--- config.mk ---
export PLATFORM = sky130hd
export DESIGN_NAME = i2c_master_transmit_sequencer
export DESIGN_NICKNAME = d
export VERILOG_FILES = /design/src/design/i2cmt_pkg.sv /design/src/design/i2c_master_transmit_sequencer.sv /design/src/design/i2cmt_ram.sv /design/src/design/i2cmt_ctrl.sv /design/src/design/i2cmt_out.sv
export VERILOG_INCLUDE_DIRS = /design/src /design/src/design
export SDC_FILE = /design/constraint.sdc
export NUM_CORES = 2
export LEC_CHECK = 0
export ABC_CLOCK_PERIOD_IN_PS = 8200
export BUFFER_PORTS_ARGS = -buffer_cell sky130_fd_sc_hd__buf_2
export CAP_MARGIN = 0
export CORE_MARGIN = 2
export CORE_UTILIZATION = 52
export CTS_CLUSTER_DIAMETER = 150
export DETAILED_ROUTE_END_ITERATION = 7
export HOLD_SLACK_MARGIN = 0.08
export PLACE_DENSITY_LB_ADDON = 0.08
export SETUP_SLACK_MARGIN = 0.1
export SLEW_MARGIN = 20
export SYNTH_ARGS = -nofsm -noshare
export SYNTH_HDL_FRONTEND = slang
export SYNTH_HIERARCHICAL = 1
export SYNTH_SLANG_ARGS = --single-unit
--- constraint.sdc ---
create_clock -name aclk -period 8.2 [get_ports aclk]
set_clock_uncertainty 0.05 [all_clocks]
set_input_delay 1.64 -clock aclk [delete_from_list [all_inputs] [get_ports aclk]]
set_output_delay 1.64 -clock aclk [all_outputs]
set_load 0.1 [all_outputs]
--- src/design/assert_macros.svh ---
// assertion macros shared by the design files
`ifndef ASSERT_MACROS_SVH
`define ASSERT_MACROS_SVH

// condition that holds at every clock edge outside reset
`define ASSERT_ALWAYS(label, expr, msg) \
    label: assert property (@(posedge aclk) disable iff (!aresetn) (expr)) \
        else $error(msg);

// condition in a cycle implies a consequence in the same cycle
`define ASSERT_IMPLIES(label, ante, cons, msg) \
    label: assert property (@(posedge aclk) disable iff (!aresetn) (ante) |-> (cons)) \
        else $error(msg);

// condition in a cycle implies a consequence in the next cycle
`define ASSERT_NEXT(label, ante, cons, msg) \
    label: assert property (@(posedge aclk) disable iff (!aresetn) (ante) |=> (cons)) \
        else $error(msg);

`endif

--- src/design/i2cmt_pkg.sv ---
// types, codes and constants of the i2c master transmit sequencer
`timescale 1ns / 1ps

package i2cmt_pkg;

    localparam int BUF_DEPTH = 256;
    localparam int BUF_AW    = $clog2(BUF_DEPTH);

    localparam int TIMEOUT_W = 20;
    localparam int RETRY_W   = 4;
    localparam int IDX_W     = 9;
    localparam int CFG_W     = TIMEOUT_W;

    localparam logic [TIMEOUT_W-1:0] TIMEOUT_RESET = 20'd500000;
    localparam logic [RETRY_W-1:0]   RETRY_RESET   = 4'd3;

    // configuration register indexes
    localparam logic CFG_TIMEOUT = 1'b0;
    localparam logic CFG_RETRY   = 1'b1;

    typedef enum logic [1:0] {
        FUNC_LOAD   = 2'd0,
        FUNC_BEGIN  = 2'd1,
        FUNC_STATUS = 2'd2,
        FUNC_TICK   = 2'd3
    } func_t;

    typedef enum logic [1:0] {
        PH_IDLE   = 2'd0,
        PH_WSTART = 2'd1,
        PH_WADDR  = 2'd2,
        PH_SEND   = 2'd3
    } phase_t;

    typedef enum logic [1:0] {
        ACT_NONE  = 2'd0,
        ACT_START = 2'd1,
        ACT_SEND  = 2'd2,
        ACT_STOP  = 2'd3
    } action_t;

    typedef enum logic [2:0] {
        ST_OK         = 3'd0,
        ST_BUSY       = 3'd1,
        ST_START_FAIL = 3'd2,
        ST_ADDR_NACK  = 3'd3,
        ST_ARB_LOST   = 3'd4,
        ST_DATA_NACK  = 3'd5,
        ST_TIMEOUT    = 3'd6,
        ST_UNEXPECTED = 3'd7
    } status_t;

    localparam logic [7:0] CODE_MASK      = 8'hF8;
    localparam logic [7:0] CODE_START     = 8'h08;
    localparam logic [7:0] CODE_ADDR_ACK  = 8'h18;
    localparam logic [7:0] CODE_ADDR_NACK = 8'h20;
    localparam logic [7:0] CODE_DATA_ACK  = 8'h28;
    localparam logic [7:0] CODE_DATA_NACK = 8'h30;
    localparam logic [7:0] CODE_ARB_LOST  = 8'h38;

    // decision of one word, handed to the output stage
    typedef struct packed {
        action_t    action;
        logic [7:0] tx_byte;
        logic       use_ram;
        logic       done_res;
        status_t    status;
    } res_t;

endpackage

--- src/design/i2c_master_transmit_sequencer.sv ---
// top level of the i2c master transmit sequencer
`timescale 1ns / 1ps
//
// channel   dir  tuser            tdata
// s_axis    in   func[1:0]        byte_index, data_byte, slave_address,
//                                 byte_count, status_code (40 bits)
// m_axis    out  action[1:0]      tx_byte, done_res, status (16 bits)
// cfg       in   cfg_index        cfg_wdata (20 bits), written when cfg_we
//
// one word per cycle unless the output stalls; each input word gives one result word
// in the next cycle, from the output register and the registered read of the buffer ram
// aresetn clears phase and counters and sets config to its defaults; the buffer ram has no reset
// a stalled result holds the output register and stops input for that cycle

module i2c_master_transmit_sequencer (
    input  logic                        aclk,
    input  logic                        aresetn,
    input  logic                        cfg_we,
    input  logic                        cfg_index,
    input  logic [i2cmt_pkg::CFG_W-1:0] cfg_wdata,
    input  logic                        s_tvalid,
    output logic                        s_tready,
    // lsb up: byte_index[7:0], data_byte[15:8], slave_address[22:16],
    // byte_count[30:23], status_code[38:31], zero pad[39]
    input  logic [39:0]                 s_tdata,
    // func[1:0]
    input  logic [1:0]                  s_tuser,
    output logic                        m_tvalid,
    input  logic                        m_tready,
    // lsb up: tx_byte[7:0], done_res[8], status[11:9], zero pad[15:12]
    output logic [15:0]                 m_tdata,
    // action[1:0]
    output logic [1:0]                  m_tuser
);
    import i2cmt_pkg::*;

    logic              accept;
    logic              ram_we;
    logic [BUF_AW-1:0] ram_waddr;
    logic [7:0]        ram_wdata;
    logic              ram_re;
    logic [BUF_AW-1:0] ram_raddr;
    logic [7:0]        ram_rdata;
    res_t              res;

    assign accept = s_tvalid && s_tready;

    i2cmt_ctrl u_ctrl (
        .aclk          (aclk),
        .aresetn       (aresetn),
        .cfg_we        (cfg_we),
        .cfg_index     (cfg_index),
        .cfg_wdata     (cfg_wdata),
        .accept        (accept),
        .func          (s_tuser),
        .byte_index    (s_tdata[7:0]),
        .data_byte     (s_tdata[15:8]),
        .slave_address (s_tdata[22:16]),
        .byte_count    (s_tdata[30:23]),
        .status_code   (s_tdata[38:31]),
        .ram_we        (ram_we),
        .ram_waddr     (ram_waddr),
        .ram_wdata     (ram_wdata),
        .ram_re        (ram_re),
        .ram_raddr     (ram_raddr),
        .res           (res)
    );

    i2cmt_ram #(
        .WIDTH (8),
        .DEPTH (BUF_DEPTH)
    ) u_buf (
        .aclk  (aclk),
        .we    (ram_we),
        .waddr (ram_waddr),
        .wdata (ram_wdata),
        .re    (ram_re),
        .raddr (ram_raddr),
        .rdata (ram_rdata)
    );

    i2cmt_out u_out (
        .aclk      (aclk),
        .aresetn   (aresetn),
        .accept    (accept),
        .res       (res),
        .ram_rdata (ram_rdata),
        .ready     (s_tready),
        .m_tvalid  (m_tvalid),
        .m_tready  (m_tready),
        .m_tdata   (m_tdata),
        .m_tuser   (m_tuser)
    );

endmodule

--- src/design/i2cmt_ram.sv ---
// generic simple dual-port ram with registered read
`timescale 1ns / 1ps

module i2cmt_ram #(
    parameter int WIDTH = 8,
    parameter int DEPTH = 256
) (
    input  logic                     aclk,
    input  logic                     we,
    input  logic [$clog2(DEPTH)-1:0] waddr,
    input  logic [WIDTH-1:0]         wdata,
    input  logic                     re,
    input  logic [$clog2(DEPTH)-1:0] raddr,
    output logic [WIDTH-1:0]         rdata
);

    logic [WIDTH-1:0] mem_reg [DEPTH];
    logic [WIDTH-1:0] rdata_reg;

    always_ff @(posedge aclk) begin
        if (we) begin
            mem_reg[waddr] <= wdata;
        end
        if (re) begin
            rdata_reg <= mem_reg[raddr];
        end
    end

    assign rdata = rdata_reg;

endmodule

--- src/design/i2cmt_ctrl.sv ---
// transfer control: phase, counters, config registers and buffer access
`timescale 1ns / 1ps
`include "assert_macros.svh"

module i2cmt_ctrl (
    input  logic                        aclk,
    input  logic                        aresetn,
    input  logic                        cfg_we,
    input  logic                        cfg_index,
    input  logic [i2cmt_pkg::CFG_W-1:0] cfg_wdata,
    input  logic                        accept,
    input  logic [1:0]                  func,
    input  logic [7:0]                  byte_index,
    input  logic [7:0]                  data_byte,
    input  logic [6:0]                  slave_address,
    input  logic [7:0]                  byte_count,
    input  logic [7:0]                  status_code,
    output logic                        ram_we,
    output logic [i2cmt_pkg::BUF_AW-1:0] ram_waddr,
    output logic [7:0]                  ram_wdata,
    output logic                        ram_re,
    output logic [i2cmt_pkg::BUF_AW-1:0] ram_raddr,
    output i2cmt_pkg::res_t             res
);
    import i2cmt_pkg::*;

    phase_t               phase_reg, phase_next;
    logic [IDX_W-1:0]     next_index_reg, next_index_next;
    logic [7:0]           length_reg, length_next;
    logic [6:0]           target_reg, target_next;
    logic [RETRY_W-1:0]   nack_count_reg, nack_count_next;
    logic [TIMEOUT_W-1:0] wait_count_reg, wait_count_next;
    logic [TIMEOUT_W-1:0] timeout_limit_reg;
    logic [RETRY_W-1:0]   retry_limit_reg;

    func_t                fn;
    logic [7:0]           code;
    logic [TIMEOUT_W-1:0] wait_inc;
    logic                 timed_out;
    logic                 last_sent;
    logic                 retry_ok;
    logic [IDX_W-1:0]     prev_index;

    assign fn         = func_t'(func);
    assign code       = status_code & CODE_MASK;
    assign wait_inc   = wait_count_reg + 1'b1;
    assign timed_out  = (wait_inc == '0) || (wait_inc >= timeout_limit_reg);
    assign last_sent  = next_index_reg >= {1'b0, length_reg};
    assign retry_ok   = nack_count_reg < retry_limit_reg;
    assign prev_index = next_index_reg - 1'b1;

    assign ram_we    = accept && (fn == FUNC_LOAD);
    assign ram_waddr = byte_index[BUF_AW-1:0];
    assign ram_wdata = data_byte;

    // next phase
    always_comb begin
        phase_next = phase_reg;
        if (accept) begin
            unique case (fn)
                FUNC_LOAD: begin
                    phase_next = phase_reg;
                end
                FUNC_BEGIN: begin
                    if (phase_reg == PH_IDLE && byte_count != 8'd0) begin
                        phase_next = PH_WSTART;
                    end
                end
                FUNC_STATUS: begin
                    unique case (phase_reg)
                        PH_IDLE: phase_next = PH_IDLE;
                        PH_WSTART: begin
                            phase_next = (code == CODE_START) ? PH_WADDR : PH_IDLE;
                        end
                        PH_WADDR: begin
                            phase_next = (code == CODE_ADDR_ACK) ? PH_SEND : PH_IDLE;
                        end
                        PH_SEND: begin
                            if ((code == CODE_DATA_ACK && last_sent) ||
                                (code == CODE_DATA_NACK && !retry_ok) ||
                                code == CODE_ARB_LOST) begin
                                phase_next = PH_IDLE;
                            end
                        end
                        default: phase_next = PH_IDLE;
                    endcase
                end
                FUNC_TICK: begin
                    if ((phase_reg == PH_WSTART || phase_reg == PH_WADDR) && timed_out) begin
                        phase_next = PH_IDLE;
                    end
                end
                default: phase_next = phase_reg;
            endcase
        end
    end

    // result word, counters and buffer read
    always_comb begin
        next_index_next = next_index_reg;
        length_next     = length_reg;
        target_next     = target_reg;
        nack_count_next = nack_count_reg;
        wait_count_next = wait_count_reg;
        ram_re          = 1'b0;
        ram_raddr       = next_index_reg[BUF_AW-1:0];
        res             = '{action: ACT_NONE, tx_byte: 8'd0, use_ram: 1'b0,
                            done_res: 1'b0, status: ST_OK};
        if (accept) begin
            unique case (fn)
                FUNC_LOAD: begin
                    res.done_res = 1'b0;
                end
                FUNC_BEGIN: begin
                    if (phase_reg != PH_IDLE) begin
                        res.done_res = 1'b1;
                        res.status   = ST_BUSY;
                    end else if (byte_count == 8'd0) begin
                        res.done_res = 1'b1;
                    end else begin
                        target_next     = slave_address;
                        length_next     = byte_count;
                        next_index_next = '0;
                        nack_count_next = '0;
                        wait_count_next = '0;
                        res.action      = ACT_START;
                    end
                end
                FUNC_STATUS: begin
                    unique case (phase_reg)
                        PH_IDLE: res.done_res = 1'b0;
                        PH_WSTART: begin
                            wait_count_next = '0;
                            if (code == CODE_START) begin
                                res.action  = ACT_SEND;
                                res.tx_byte = {target_reg, 1'b0};
                            end else begin
                                next_index_next = '0;
                                length_next     = '0;
                                nack_count_next = '0;
                                res.done_res    = 1'b1;
                                res.status      = ST_START_FAIL;
                            end
                        end
                        PH_WADDR: begin
                            wait_count_next = '0;
                            nack_count_next = '0;
                            if (code == CODE_ADDR_ACK) begin
                                next_index_next = IDX_W'(1);
                                ram_re          = 1'b1;
                                ram_raddr       = '0;
                                res.action      = ACT_SEND;
                                res.use_ram     = 1'b1;
                            end else begin
                                next_index_next = '0;
                                length_next     = '0;
                                res.done_res    = 1'b1;
                                priority if (code == CODE_ADDR_NACK) begin
                                    res.action = ACT_STOP;
                                    res.status = ST_ADDR_NACK;
                                end else if (code == CODE_ARB_LOST) begin
                                    res.status = ST_ARB_LOST;
                                end else begin
                                    res.action = ACT_STOP;
                                    res.status = ST_UNEXPECTED;
                                end
                            end
                        end
                        PH_SEND: begin
                            priority if (code == CODE_DATA_ACK) begin
                                nack_count_next = '0;
                                if (last_sent) begin
                                    next_index_next = '0;
                                    length_next     = '0;
                                    wait_count_next = '0;
                                    res.action      = ACT_STOP;
                                    res.done_res    = 1'b1;
                                end else begin
                                    next_index_next = next_index_reg + 1'b1;
                                    ram_re          = 1'b1;
                                    ram_raddr       = next_index_reg[BUF_AW-1:0];
                                    res.action      = ACT_SEND;
                                    res.use_ram     = 1'b1;
                                end
                            end else if (code == CODE_DATA_NACK) begin
                                if (retry_ok) begin
                                    nack_count_next = nack_count_reg + 1'b1;
                                    ram_re          = 1'b1;
                                    ram_raddr       = prev_index[BUF_AW-1:0];
                                    res.action      = ACT_SEND;
                                    res.use_ram     = 1'b1;
                                end else begin
                                    next_index_next = '0;
                                    length_next     = '0;
                                    nack_count_next = '0;
                                    wait_count_next = '0;
                                    res.action      = ACT_STOP;
                                    res.done_res    = 1'b1;
                                    res.status      = ST_DATA_NACK;
                                end
                            end else if (code == CODE_ARB_LOST) begin
                                next_index_next = '0;
                                length_next     = '0;
                                nack_count_next = '0;
                                wait_count_next = '0;
                                res.done_res    = 1'b1;
                                res.status      = ST_ARB_LOST;
                            end
                        end
                        default: res.done_res = 1'b0;
                    endcase
                end
                FUNC_TICK: begin
                    if (phase_reg == PH_WSTART || phase_reg == PH_WADDR) begin
                        if (timed_out) begin
                            next_index_next = '0;
                            length_next     = '0;
                            nack_count_next = '0;
                            wait_count_next = '0;
                            res.done_res    = 1'b1;
                            res.status      = ST_TIMEOUT;
                        end else begin
                            wait_count_next = wait_inc;
                        end
                    end
                end
                default: res.done_res = 1'b0;
            endcase
        end
    end

    always_ff @(posedge aclk) begin
        if (!aresetn) begin
            phase_reg         <= PH_IDLE;
            next_index_reg    <= '0;
            length_reg        <= '0;
            target_reg        <= '0;
            nack_count_reg    <= '0;
            wait_count_reg    <= '0;
            timeout_limit_reg <= TIMEOUT_RESET;
            retry_limit_reg   <= RETRY_RESET;
        end else begin
            phase_reg      <= phase_next;
            next_index_reg <= next_index_next;
            length_reg     <= length_next;
            target_reg     <= target_next;
            nack_count_reg <= nack_count_next;
            wait_count_reg <= wait_count_next;
            if (cfg_we) begin
                if (cfg_index == CFG_TIMEOUT) begin
                    timeout_limit_reg <= cfg_wdata[TIMEOUT_W-1:0];
                end else begin
                    retry_limit_reg <= cfg_wdata[RETRY_W-1:0];
                end
            end
        end
    end

    // counters are cleared whenever the bus is released
    `ASSERT_IMPLIES(a_idle_clear, phase_reg == PH_IDLE,
        next_index_reg == '0 && nack_count_reg == '0 && wait_count_reg == '0,
        "counters not cleared in idle")
    // a buffered byte is only sent while in the data phase
    `ASSERT_NEXT(a_ram_send_phase, res.use_ram, phase_reg == PH_SEND,
        "buffer read outside data phase")

endmodule

--- src/design/i2cmt_out.sv ---
// output register stage: holds one result word and merges the buffer byte
`timescale 1ns / 1ps
`include "assert_macros.svh"

module i2cmt_out (
    input  logic            aclk,
    input  logic            aresetn,
    input  logic            accept,
    input  i2cmt_pkg::res_t res,
    input  logic [7:0]      ram_rdata,
    output logic            ready,
    output logic            m_tvalid,
    input  logic            m_tready,
    output logic [15:0]     m_tdata,
    output logic [1:0]      m_tuser
);
    import i2cmt_pkg::*;

    logic valid_reg, valid_next;
    res_t res_reg;
    logic [7:0] byte_out;

    assign ready = !valid_reg || m_tready;

    always_comb begin
        valid_next = valid_reg;
        if (accept) begin
            valid_next = 1'b1;
        end else if (m_tready) begin
            valid_next = 1'b0;
        end
    end

    always_ff @(posedge aclk) begin
        if (!aresetn) begin
            valid_reg <= 1'b0;
        end else begin
            valid_reg <= valid_next;
        end
    end

    always_ff @(posedge aclk) begin
        if (accept) begin
            res_reg <= res;
        end
    end

    // ram data only moves on a read, which only comes with a new word here
    assign byte_out = res_reg.use_ram ? ram_rdata : res_reg.tx_byte;

    assign m_tvalid = valid_reg;
    assign m_tuser  = res_reg.action;
    assign m_tdata  = {4'd0, res_reg.status, res_reg.done_res, byte_out};

    `ASSERT_IMPLIES(a_ram_is_send, valid_reg && res_reg.use_ram,
        res_reg.action == ACT_SEND && !res_reg.done_res,
        "buffer byte on a word that is not a send")

endmodule
After elaboration in Yosys (flattened, before gate mapping):

Memory sizes are Yosys's and may differ from the RTL's. A register that Yosys moved wholly into a read port is not among the register bits.
Cells that the tools add are included.

* bits in registers: 90
* memory bits (writable): 2048
* bits of input ports: 68
* output and inout port bits: 20
* word-level logic and storage cells: 192
* memories kept: 1

Memories
* u_buf.mem_reg: depth 256, width 8, rd ports 1, clocked after Yosys merged registers in 1, wr ports 1, RTL line i2cmt_ram.sv:17 `logic [WIDTH-1:0] mem_reg [DEPTH];`

* add/sub/neg operators: 4
* order comparisons: 3
* eq/ne operators: 26
* muxes and demuxes: 107
* bitwise operators: 4
* reductions and logical operators: 32

Operators with widths (count)
* $mux W20: 9
* $mux W8: 18
* $mux W9: 10
* $mux W4: 16
* $pmux W20 S3: 1
* $pmux W9 S3: 2
* $pmux W8 S3: 2
* $pmux W20 S2: 1
* $mux W2: 13
* $pmux W4 S3: 2
* $add A20 B1 Y20 const B: 1
* $eq A5 B3 Y1 const B: 4
* $ge A20 B20 Y1: 1
* $logic_not A20 Y1: 1
* $mux W1: 19
* $pmux W3 S3: 2
* $reduce_and A9 Y1: 2
* $pmux W8 S2: 1
* $pmux W2 S3: 2
* $reduce_and A12 Y1: 1
* $mux W10: 1
* $reduce_and A10 Y1: 1
* $add A9 B1 Y9 const B: 1
* $ge A9 B8 Y1: 1
* other kinds (34): 64

Longest topological paths before layout:

* depth in word-level cells: 8
* gate-level depth with buffers: 20
* mapped depth without buffers: 15

Cells and area by module:

Netlist, hierarchy kept.

By module, submodules not included
* i2cmt_ram: instances 1, cells an instance 3733, area an instance 79636.4 µm², sequential area each 61739.2 µm²
* i2cmt_ctrl: instances 1, cells an instance 716, area an instance 5557.8 µm², sequential area each 1481.4 µm²
* i2cmt_out: instances 1, cells an instance 39, area an instance 698.2 µm², sequential area each 470.5 µm²
* i2c_master_transmit_sequencer: instances 1, cells an instance 1, area an instance 6.3 µm², sequential area each 0.0 µm²

Worst setup path before layout:

OpenSTA, ideal clock, no wires.

* path kind: input-to-reg
* start: in m_tready
* end: reg u_buf.rdata_reg[2], in the netlist u_buf/rdata[2] (read register of u_buf.mem_reg) (data pin)
* library setup time: 269 ps
* arrival time: 5804 ps
* data required time: 7881 ps
* setup slack: 2077 ps
* cell stages on the path: 15
* buffers on the path: 5
* cells stage by stage: nand2b_1 and2_1 buf_2 nand3_1 nand2b_1 o21ai_0 buf_6 buf_12 buf_8 buf_2 mux4_2 a22oi_1 a21oi_1 nor4_1 nor4_2

* longest elaborated chain between the ends: 3
* elaborated cells between the ends (all ways): 4
* classes of those cells: mux (2); reduce/logical (2)

Ends and longest elaborated chain
* from (decl): RTL line i2c_master_transmit_sequencer.sv:29 `input logic m_tready,`
* $logic_or A1 B1 Y1: RTL line i2cmt_out.sv:23 `assign ready = !valid_reg || m_tready;`
* $logic_and A1 B1 Y1: RTL line i2c_master_transmit_sequencer.sv:46 `assign accept = s_tvalid && s_tready;`
* net accept: RTL line i2c_master_transmit_sequencer.sv:37 `logic accept;`
* $mux W8: RTL line i2cmt_ctrl.sv:109 `if (accept) begin`
* net ram_raddr[0]: RTL line i2c_master_transmit_sequencer.sv:42 `logic [BUF_AW-1:0] ram_raddr;`
* to (decl): RTL line i2cmt_ram.sv:18 `logic [WIDTH-1:0] rdata_reg;`

The timed path passes the listed nets, and every way through them passes these cells.
A chain may end at the register's enable or synchronous reset.

Worst setup path after layout:

* start: in s_tdata[38]
* end: reg u_buf.rdata_reg[2], in the netlist u_buf/rdata[2] (read register of u_buf.mem_reg) (data pin)

* longest elaborated chain between the ends: 6
* elaborated cells between the ends (all ways): 15
* classes of those cells: eq/ne (3); mux (12)

Ends and longest elaborated chain
* from (decl): RTL line i2c_master_transmit_sequencer.sv:25 `input logic [39:0] s_tdata,`
* $eq A5 B3 Y1: RTL line i2cmt_ctrl.sv:185 `end else if (code == CODE_DATA_NACK) begin`
* $mux W8: RTL line i2cmt_ctrl.sv:185
* $mux W8: RTL line i2cmt_ctrl.sv:170 `priority if (code == CODE_DATA_ACK) begin`
* $pmux W8 S2 (*): RTL line i2cmt_ctrl.sv:130 `unique case (phase_reg)`
* $mux W8 (*): RTL line i2cmt_ctrl.sv:110 `unique case (fn)`
* $mux W8 (*): RTL line i2cmt_ctrl.sv:109
* net ram_raddr[2]: RTL line i2c_master_transmit_sequencer.sv:42

Mark *: on every way through the listed nets, which the timed path passes. The rest lies on a longest branch.

==> results.cfg <==
[final_layout]
layout.cells.non_filler = 6979
largest_register_ff_count = 2048
utilization_pct = 58.10
layout.nets = 4721
nFillCells = 12244
area_growth_syn_to_layout_pct = 11.22
fin_area_um2 = 95540
layout-drive-gt1-share_pct = 21.22

[place]
dp_hpwl_um = 128300
placed_area_um2 = 88460
dp.cells = 6579
io_buffers = 79
place_congestion = 0.8263

[power]
total_power_mw = 22.63
vdd_drop_max_v = 0.0002546
pwr-share-clk_pct = 43.3
switching_share_pct = 20.46
power_frac_comb_pct = 3.5
p_leak_nw = 28.98
power-per-cell-area_nw_per_um2 = 236.9
p_switching_mw = 4.631
pwr-share-seq_pct = 53.2
p_int_mw = 18.00

[worst_setup_path]
slowest_delay_ns = 1.05
cp.arrival_ns = 7.01
reg2reg_from = u_ctrl/phase_reg[1]$_SDFFE_PN0P_
path_max_fanout = 16
rrSetupSlack_ns = 2.05
cpMaxStageDelayCell = a2111oi_0
critPathLaunchType = input pin
timing.rr.end = u_buf/rdata[2]$_DFFE_PP_
cp.required_ns = 8.82
criticalPathCategory = input pin to register
reg2reg_depth = 11
cp_cell_sequence = buf_2, nor2_4, and4b_4, o21a_1, nand2b_1, o21ai_4, buf_4, clkinv_1, nand2_1, o21ai_0, a2111oi_0, nor3_1, nor4_2
crit_path_end_kind = register

[detailed_routing]
drc = 0
via_count = 43938
drt_wl_total_um = 210700
wl_per_cell_um = 30.19
drtIter0Drc = 4886
drt_first_pass_iters = 5
postRouteAntennaNets = 0
vias_per_cell = 6.296

[floorplan]
dieArea_um2 = 168500
die_w_um = 410.4
ios = 88
initial_core_util_pct = 52.24
num_rows = 149
fp.dieH_um = 410.4
core-area_um2 = 164400

[logic_synthesis]
synth_edf_count = 2071
async_reset_ff_share_pct = 0
postSynthRegisterBits = 2146
yosysSeqAreaShare_pct = 74.15
synthSimpleGateAreaFrac_pct = 4.357
synthAdderAreaFrac_pct = 0.6409
yosysUniqueCellTypes = 94
synth.area.mux_share_pct = 13.93
synth_top_family_by_area = multiplexers
netlist_area_um2 = 85900
synthXorXnorAreaFrac_pct = 0.2345
yosysWarnings = 6
syn_area_per_cell_um2 = 19.14
synth-compound-area-share_pct = 4.205
syn_inst = 4489
ys.flop_type = edfxtp_1

[timing]
finalHoldViolCount = 0
max_freq_mhz = 156.5
min_period_ns = 6.390
grt_setup_unrepaired = no
setup-tns-final_ns = 0
fin_crit_sh_pct = 77.92
tightest_slew_ns = 1.126
slew_headroom_pct = 22.96
slew_viol_final = 0
setup_viol = 0

[worst_hold_path]
whs_path_depth = 2
min_to = u_ctrl/timeout_limit_reg[3]$_SDFFE_PN0P_
hold_path.class = register to register
min_from = u_ctrl/timeout_limit_reg[3]$_SDFFE_PN0P_

[cts]
postCtsSetupRepairBufs = 0
cts_hold_buf = 0
cts_buffers = 216
root_buffer = clkbuf_16
cts_tree = yes
post_cts_resized = 0
path_clk_slew_ns = 0.06
clock_latency_ns = 0.85
cts_sinks = 2146
htreeDepth = 4
cts.path.max_buffers = 3

[outcome]
status = complete, no violations

[grt]
track_usage_pct = 25.03
antenna_found_initial = 3
grt_max_degree = 153
grt_pass1_vias = 42851
grt-ovfl-total = 0
grt_pass1_wl_um = 303900

[run]
max_cap_viol_count = 0
[cell usage after synthesis (5+ instances only)]
master | instances | area (µm²)
buf_12 | 9 | 180.2
xnor2_1 | 17 | 148.9
edfxtp_1 | 2071 | 62190
dfxtp_1 | 75 | 1501
a31oi_1 | 11 | 68.82
o221ai_1 | 46 | 402.9
inv_1 | 52 | 195.2
buf_2 | 36 | 180.2
a211oi_1 | 19 | 142.6
nor2b_1 | 37 | 231.5
buf_1 | 27 | 101.4
nand2b_1 | 15 | 93.84
and3_1 | 6 | 37.54
nand3_1 | 75 | 375.4
clkbuf_1 | 124 | 465.5
mux2i_1 | 154 | 1541
o31ai_1 | 5 | 37.54
a22oi_1 | 135 | 1013
nand2_1 | 146 | 548.0
nor3_1 | 39 | 195.2
buf_4 | 64 | 480.5
nand4_1 | 24 | 150.1
mux2_4 | 8 | 120.1
mux4_2 | 454 | 10220
nor4_1 | 29 | 181.4
buf_6 | 27 | 304.0
or3_1 | 6 | 37.54
a21oi_1 | 140 | 700.7
a22o_1 | 8 | 70.07
buf_8 | 13 | 195.2
o21ai_0 | 33 | 165.2
xor2_1 | 6 | 52.55
o22ai_1 | 34 | 212.7
nand4b_1 | 8 | 70.07
and2_1 | 18 | 112.6
ha_1 | 44 | 550.5
nor2_1 | 322 | 1209
and4_1 | 6 | 52.55
o211ai_1 | 24 | 180.2
o22a_1 | 5 | 43.79
a221oi_1 | 17 | 148.9
[cell usage in the layout, fill, tap and decap left out, types with 75 or more instances in the layout]
| cell type | synthesis | layout |
|---|---|---|
| mux2i_1 | 154 | 154 |
| clkbuf_16 | 0 | 220 |
| nor2_1 | 322 | 319 |
| nand2_1 | 146 | 146 |
| dfxtp_1 | 75 | 75 |
| a22oi_1 | 135 | 135 |
| buf_4 | 64 | 104 |
| a21oi_1 | 140 | 140 |
| mux4_2 | 454 | 454 |
| edfxtp_1 | 2071 | 2071 |
[worst max-delay path, delay by kind of cell]
kind            cells  cell delay (ns)
compound gates      4             2.06
simple gates        6             1.94
buf+inv             3             1.29
[layout make-up]
cell class / instances / area [µm²] / share of cell area [%]
Antenna cell: 1 / 2.502 / 0.002619
Clock buffer: 266 / 5678 / 5.943
Multi-Input combinational cell: 1989 / 20250 / 21.19
Sequential cell: 2146 / 63690 / 66.66
Timing Repair Buffer: 202 / 1618 / 1.693
Clock inverter: 132 / 1363 / 1.426
Tap cell: 2189 / 2739 / 2.867
Inverter: 54 / 202.7 / 0.2122
[worst max-delay path by stage]
stage,startpoint,endpoint,cells after the start
floorplan,m_tready,u_buf/rdata[2]$_DFFE_PP_,15
global placement,s_tdata[38],u_buf/rdata[0]$_DFFE_PP_,13
detailed placement,s_tdata[38],u_buf/rdata[2]$_DFFE_PP_,13
CTS,s_tdata[38],u_buf/rdata[2]$_DFFE_PP_,13
global route,s_tdata[38],u_buf/rdata[2]$_DFFE_PP_,13
finish,s_tdata[38],u_buf/rdata[2]$_DFFE_PP_,13
[routing by layer]
layer | GRT usage, % | routed length, µm
met1 | 37.32 | 90240
met2 | 39.01 | 99950
met3 | 4.031 | 15560
met4 | 6.237 | 4937
met5 | 0 | 13
[cell families (layout without fill, tap and decap cells)]
| group | count (synthesis) | in the layout |
|---|---|---|
| adders and majority gates | 44 | 44 |
| other | 2 | 6 |
| xor gates and xnor gates | 23 | 23 |
| buffers and inverters | 357 | 654 |
| AOI/OAI and AO/OA | 522 | 522 |
| and+or+nand+nor | 775 | 775 |
| DFF | 2146 | 2146 |
| muxes | 620 | 620 |
[per-stage QoR]
step	hold slack [ns]	setup slack (ns)
after global routing	0.4274	1.699
after floorplan	0.3847	2.077
after detailed placement	0.4019	1.042
after CTS	0.4106	1.939
after global placement	0.3984	1.077
final	0.4069	1.810
[power groups by stage]
stage               logic (mW)  clock network, mW  registers, mW
floorplan                0.577                  0           12.3
global placement         0.790                  0           12.3
detailed placement       0.804                  0           12.3
CTS                      0.804               9.97           12.0
global route             0.851               10.4           12.0
finish                   0.791               9.80           12.0
Note: power is estimated with default switching activity, not from simulation.
